$ cat config.mk
export PLATFORM = sky130hd
export DESIGN_NAME = pba_ram
export DESIGN_NICKNAME = d
export VERILOG_FILES = /design/src/rtl/pba_ram.sv
export SDC_FILE = /design/constraint.sdc
export NUM_CORES = 2
export LEC_CHECK = 0
export BUFFER_PORTS_ARGS = -buffer_cell sky130_fd_sc_hd__buf_4
export CORE_ASPECT_RATIO = 1.2
export CORE_MARGIN = 5
export CORE_UTILIZATION = 40
export DETAILED_ROUTE_END_ITERATION = 10
export SYNTH_ARGS = -nofsm -noshare
export SYNTH_HDL_FRONTEND = slang
export SYNTH_SLANG_ARGS = --single-unit
export TNS_END_PERCENT = 50
$ cat constraint.sdc
create_clock -name clk -period 2.4 [get_ports clk]
set_input_delay 0.36 -clock clk [delete_from_list [all_inputs] [get_ports clk]]
set_output_delay 0.36 -clock clk [all_outputs]
set_load 0.01 [all_outputs]
$ cat src/rtl/pba_ram.sv
// Generic single-port-write, single-port-read RAM with registered read data.
// No dependencies.
module pba_ram #(
  parameter int WIDTH = 8,
  parameter int DEPTH = 512
) (
  input  logic                     clk,
  input  logic                     we,
  input  logic [$clog2(DEPTH)-1:0] waddr,
  input  logic [WIDTH-1:0]         wdata,
  input  logic [$clog2(DEPTH)-1:0] raddr,
  output logic [WIDTH-1:0]         rdata
);

  logic [WIDTH-1:0] mem [DEPTH];

  // Write port and registered read port.
  always_ff @(posedge clk) begin
    if (we) mem[waddr] <= wdata;
    rdata <= mem[raddr];
  end

endmodule

==> results.toml <==
[critical_path]
critical_path_class = "primary input to flop"
worst_setup_path_startpoint = "raddr[0]"
worst_path_largest_cell_delay_ns = 0.47
endpoint = "rdata[3]"
crit_slowest_cell = "nand4_1"
crit_chain = "buf_16 -> buf_12 -> buf_12 -> buf_4 -> mux2i_1 -> o221ai_1 -> o22ai_1 -> o21ai_0 -> nand4_1 -> nor4_4 -> buf_4 -> o2111a_1"
cp-start-kind = "primary input"
regToRegEndpoint = "rdata[3]"
worst_r2r_start = "mem[259][3]"
reg2reg_depth = 10
critPathArrivalTime_ns = 3.42
critPathRequiredTime_ns = 3.26
endpoint_kind = "flop"
critical_path.max_fanout = 18
r2r_setup_slack_ns = -0.15

[global_routing]
grt_overflow_total = 0
grt_first_pass_wirelength_um = 622200
grt_use_total_pct = 20.50
first_global_vias = 87720
grt_antenna_before_repair = 26
grt_start_max_net_pins = 116

[clocking]
cts_buffers = 381
clock-sinks = 4104
clock_tree.root_cell = "clkbuf_16"
maximum_count_of_clock_buffers_along_a_single_path = 4
cts_tree = "built"
path_clk_slew_ns = 0.07
cts_max_level = 5
worst_skew_pair.late_latency_ns = 0.94

[floorplanning]
i_o_pins = 36
fp.coreArea_mm2 = 0.3985
initial_core_util_pct = 40.13
fp_rows = 254
dieHeight_um = 702.7
die_w_um = 587.2
die_area_mm2 = 0.4126

[power_and_ir_drop]
seq_power_share_pct = 52.9
net-switching-power_mw = 31.74
power_report.internal_total_mw = 117.4
share_comb_of_total_power_pct = 5.7
p_leak_nw = 63.76
power.share.switching_pct = 21.28
power-per-cell-area_mw_per_mm2 = 777.8
pwr-share-clk_pct = 41.3
ir_worst_vdd_mv = 0.8785

[placement]
dp_hpwl_um = 286800
port_buffers = 35
gpl.final_weighted_congestion = 0.9071
dpl_worst_slack_ns = -1.888

[timing]
final.hold.worst_slack_ns = 0.2019
rsz0062_at_grt = "true"
timing.fmax_mhz = 390.2
slew_at_the_pin_closest_to_its_max_slew_limit_ns = 1.220
finalSetupViolCount = 6
layout_min_cycle_time_ns = 2.563
final-max-slew-violation-count = 0
worst_slack_ns = -0.1627
timing.slew.headroom_pct = 18.50
hold_viol_final = 0
clock_skew_ns = 0.05055
final_period_utilization_pct = 106.8

[synthesis]
count_of_flip_flops_with_a_built_in_enable_after_synthesis = 4096
synthesis.nets = 8058
synth_top_area_share_pct = 76.91
netlist_area_mm2 = 0.1599
postSynthRegisterBits = 4104
cell_types_with_the_largest_area_share_after_synthesis = "edfxtp_1 77%, mux4_2 9.2%, mux2i_1 5.0%"
syn_area_per_cell_um2 = 19.92
synth.distinct_cells = 51
seq_area_frac_synth_pct = 77.01
synth_async_sr_flop_share_pct = 0
synthDominantAreaCellType = "edfxtp_1"
synth_top_flop_cell = "edfxtp_1"
top_count_cell_post_synth = "edfxtp_1"
syn-instance-count = 8030
yosysWarnings = 0
synthTopCellsByCount = "4,096 x edfxtp_1, 797 x mux2i_1, 654 x mux4_2"

[routing]
drc_errors = 0
detail_route.wirelength_um = 431900
viasPerCell = 5.655
routed_wire_length_per_instance_um = 28.60
vias_post_dr = 85390
detail_route.iter0.violations = 8686
number_of_nets_with_antenna_violations_after_detailed_routing = 0
dr.pass1.iters = 6

[outcome]
violations_in_the_final_reports = "negative setup slack"
run_status = "complete, but fails checks"

[layout]
final_layout_size_suffix_gt1_share_pct = 29.85
area_growth_syn_to_layout_pct = 19.94
layout.nets = 9559
n_fill_cell = 32760

[job]
cap_violations = 0

[worst_hold_path]
hold_path.startpoint = "waddr[1]"
hold_path.class = "primary input to flop"
[how the worst min path moves through the flow]
stage               cells past startpoint          end
finish                                  4  mem[419][3]
global route                            4  mem[419][3]
CTS                                     4    mem[3][6]
detailed placement                      1  mem[506][1]
global placement                        1  mem[506][1]
floorplan                               0    mem[0][0]
[metal layers]
layer | global-route usage (%) | wire length, µm | up-vias
met2 | 35.53 | 218900 | 3213
met4 | 7.385 | 17830 | 12
met1 | 26.30 | 166400 | 44990
li1 | - | - | 36450
met5 | 0 | 64 | -
met3 | 3.138 | 28710 | 731
[cell type report]
type                            instances  area [µm²]  share of cell area (%)
Tap cell                             5248        6566                   3.423
Timing Repair Buffer                 1631       14970                   7.807
Clock inverter                        255        2735                   1.426
Clock buffer                          443        9882                   5.152
Sequential cell                      4104      123200                   64.21
Antenna cell                            7       17.52                0.009132
Inverter                                3       18.77                0.009785
Multi-Input combinational cell       3410       34460                   17.97
[worst max-delay path, delay by kind of cell]
kind / cells / cell delay [ns]
buffers and inverters: 5 / 1.00
AOI/OAI and AO/OA: 4 / 0.96
muxes: 1 / 0.08
and+or+nand+nor: 2 / 0.87
[state kept, by name (all words and copies together) (netlist names)]
signal and flops:
mem 4096, rdata 8
[cells in the final DEF, fill, tap and decap left out, drive strengths merged, types with 13 or more instances in the layout]
cell | netlist | layout
bufinv | 0 | 52
nand2 | 111 | 111
a211oi | 17 | 17
nor3 | 109 | 109
a21oi | 194 | 194
nand4 | 32 | 32
o221ai | 372 | 372
a22oi | 61 | 61
and2 | 20 | 20
mux2i | 797 | 797
o22ai | 163 | 163
mux4 | 654 | 654
clkinv | 0 | 160
buf | 248 | 1622
nor2 | 597 | 597
clkbuf | 265 | 444
clkinvlp | 0 | 24
o31ai | 13 | 13
nand3 | 36 | 36
inv | 3 | 22
o21ai | 119 | 119
nor4 | 36 | 36
edfxtp | 4096 | 4096
[timing repair]
item | CTS | global route
hold buffers | 8 | 0
gates resized for setup | 65 | 35
hold endpoints to repair | 282 | 0
pin swaps | 23 | 19
setup buffers | 1 | 1
endpoints found under the setup margin | 8 | 8
[power groups by stage]
| stage | logic (mW) | registers, mW | clock network [mW] |
|---|---|---|---|
| after CTS | 8.58 | 79.0 | 62.7 |
| final | 8.57 | 79.0 | 61.6 |
| after detailed placement | 8.50 | 80.5 | 0 |
| after global placement | 8.38 | 80.5 | 0 |
| after global routing | 8.96 | 78.9 | 65.6 |
| after floorplan | 3.75 | 80.5 | 0 |
[cell families (layout without fill, tap and decap cells)]
group,after synthesis,count (layout),synth area share (%)
AO/OA/AOI/OAI,979,979,4.313
multiplexers,1451,1451,14.20
flip-flops,4104,4104,77.01
AND/OR/NAND/NOR,980,980,2.631
buffers and inverters,516,2332,1.849
other,0,7,0
[stage by stage]
| stage | cells | TNS, ns | instance area [µm²] | power, mW | utilization (%) |
|---|---|---|---|---|---|
| 3_5_place_dp | 14390 | -11.39 | 178600 | 89.02 | 44.82 |
| 3_3_place_gp | 14390 | -11.72 | 178600 | 88.89 | 44.82 |
| 2_1_floorplan | 8030 | 0 | 159900 | 84.26 | - |
| 4_1_cts | 15100 | -0.6632 | 191600 | 150.3 | 48.08 |
| 5_1_grt | 15100 | -0.8572 | 191800 | 153.5 | 48.13 |
| 6_report | 15100 | -0.6146 | 191800 | 149.2 | 48.13 |
No activity file was read; power rests on OpenSTA's default activity.
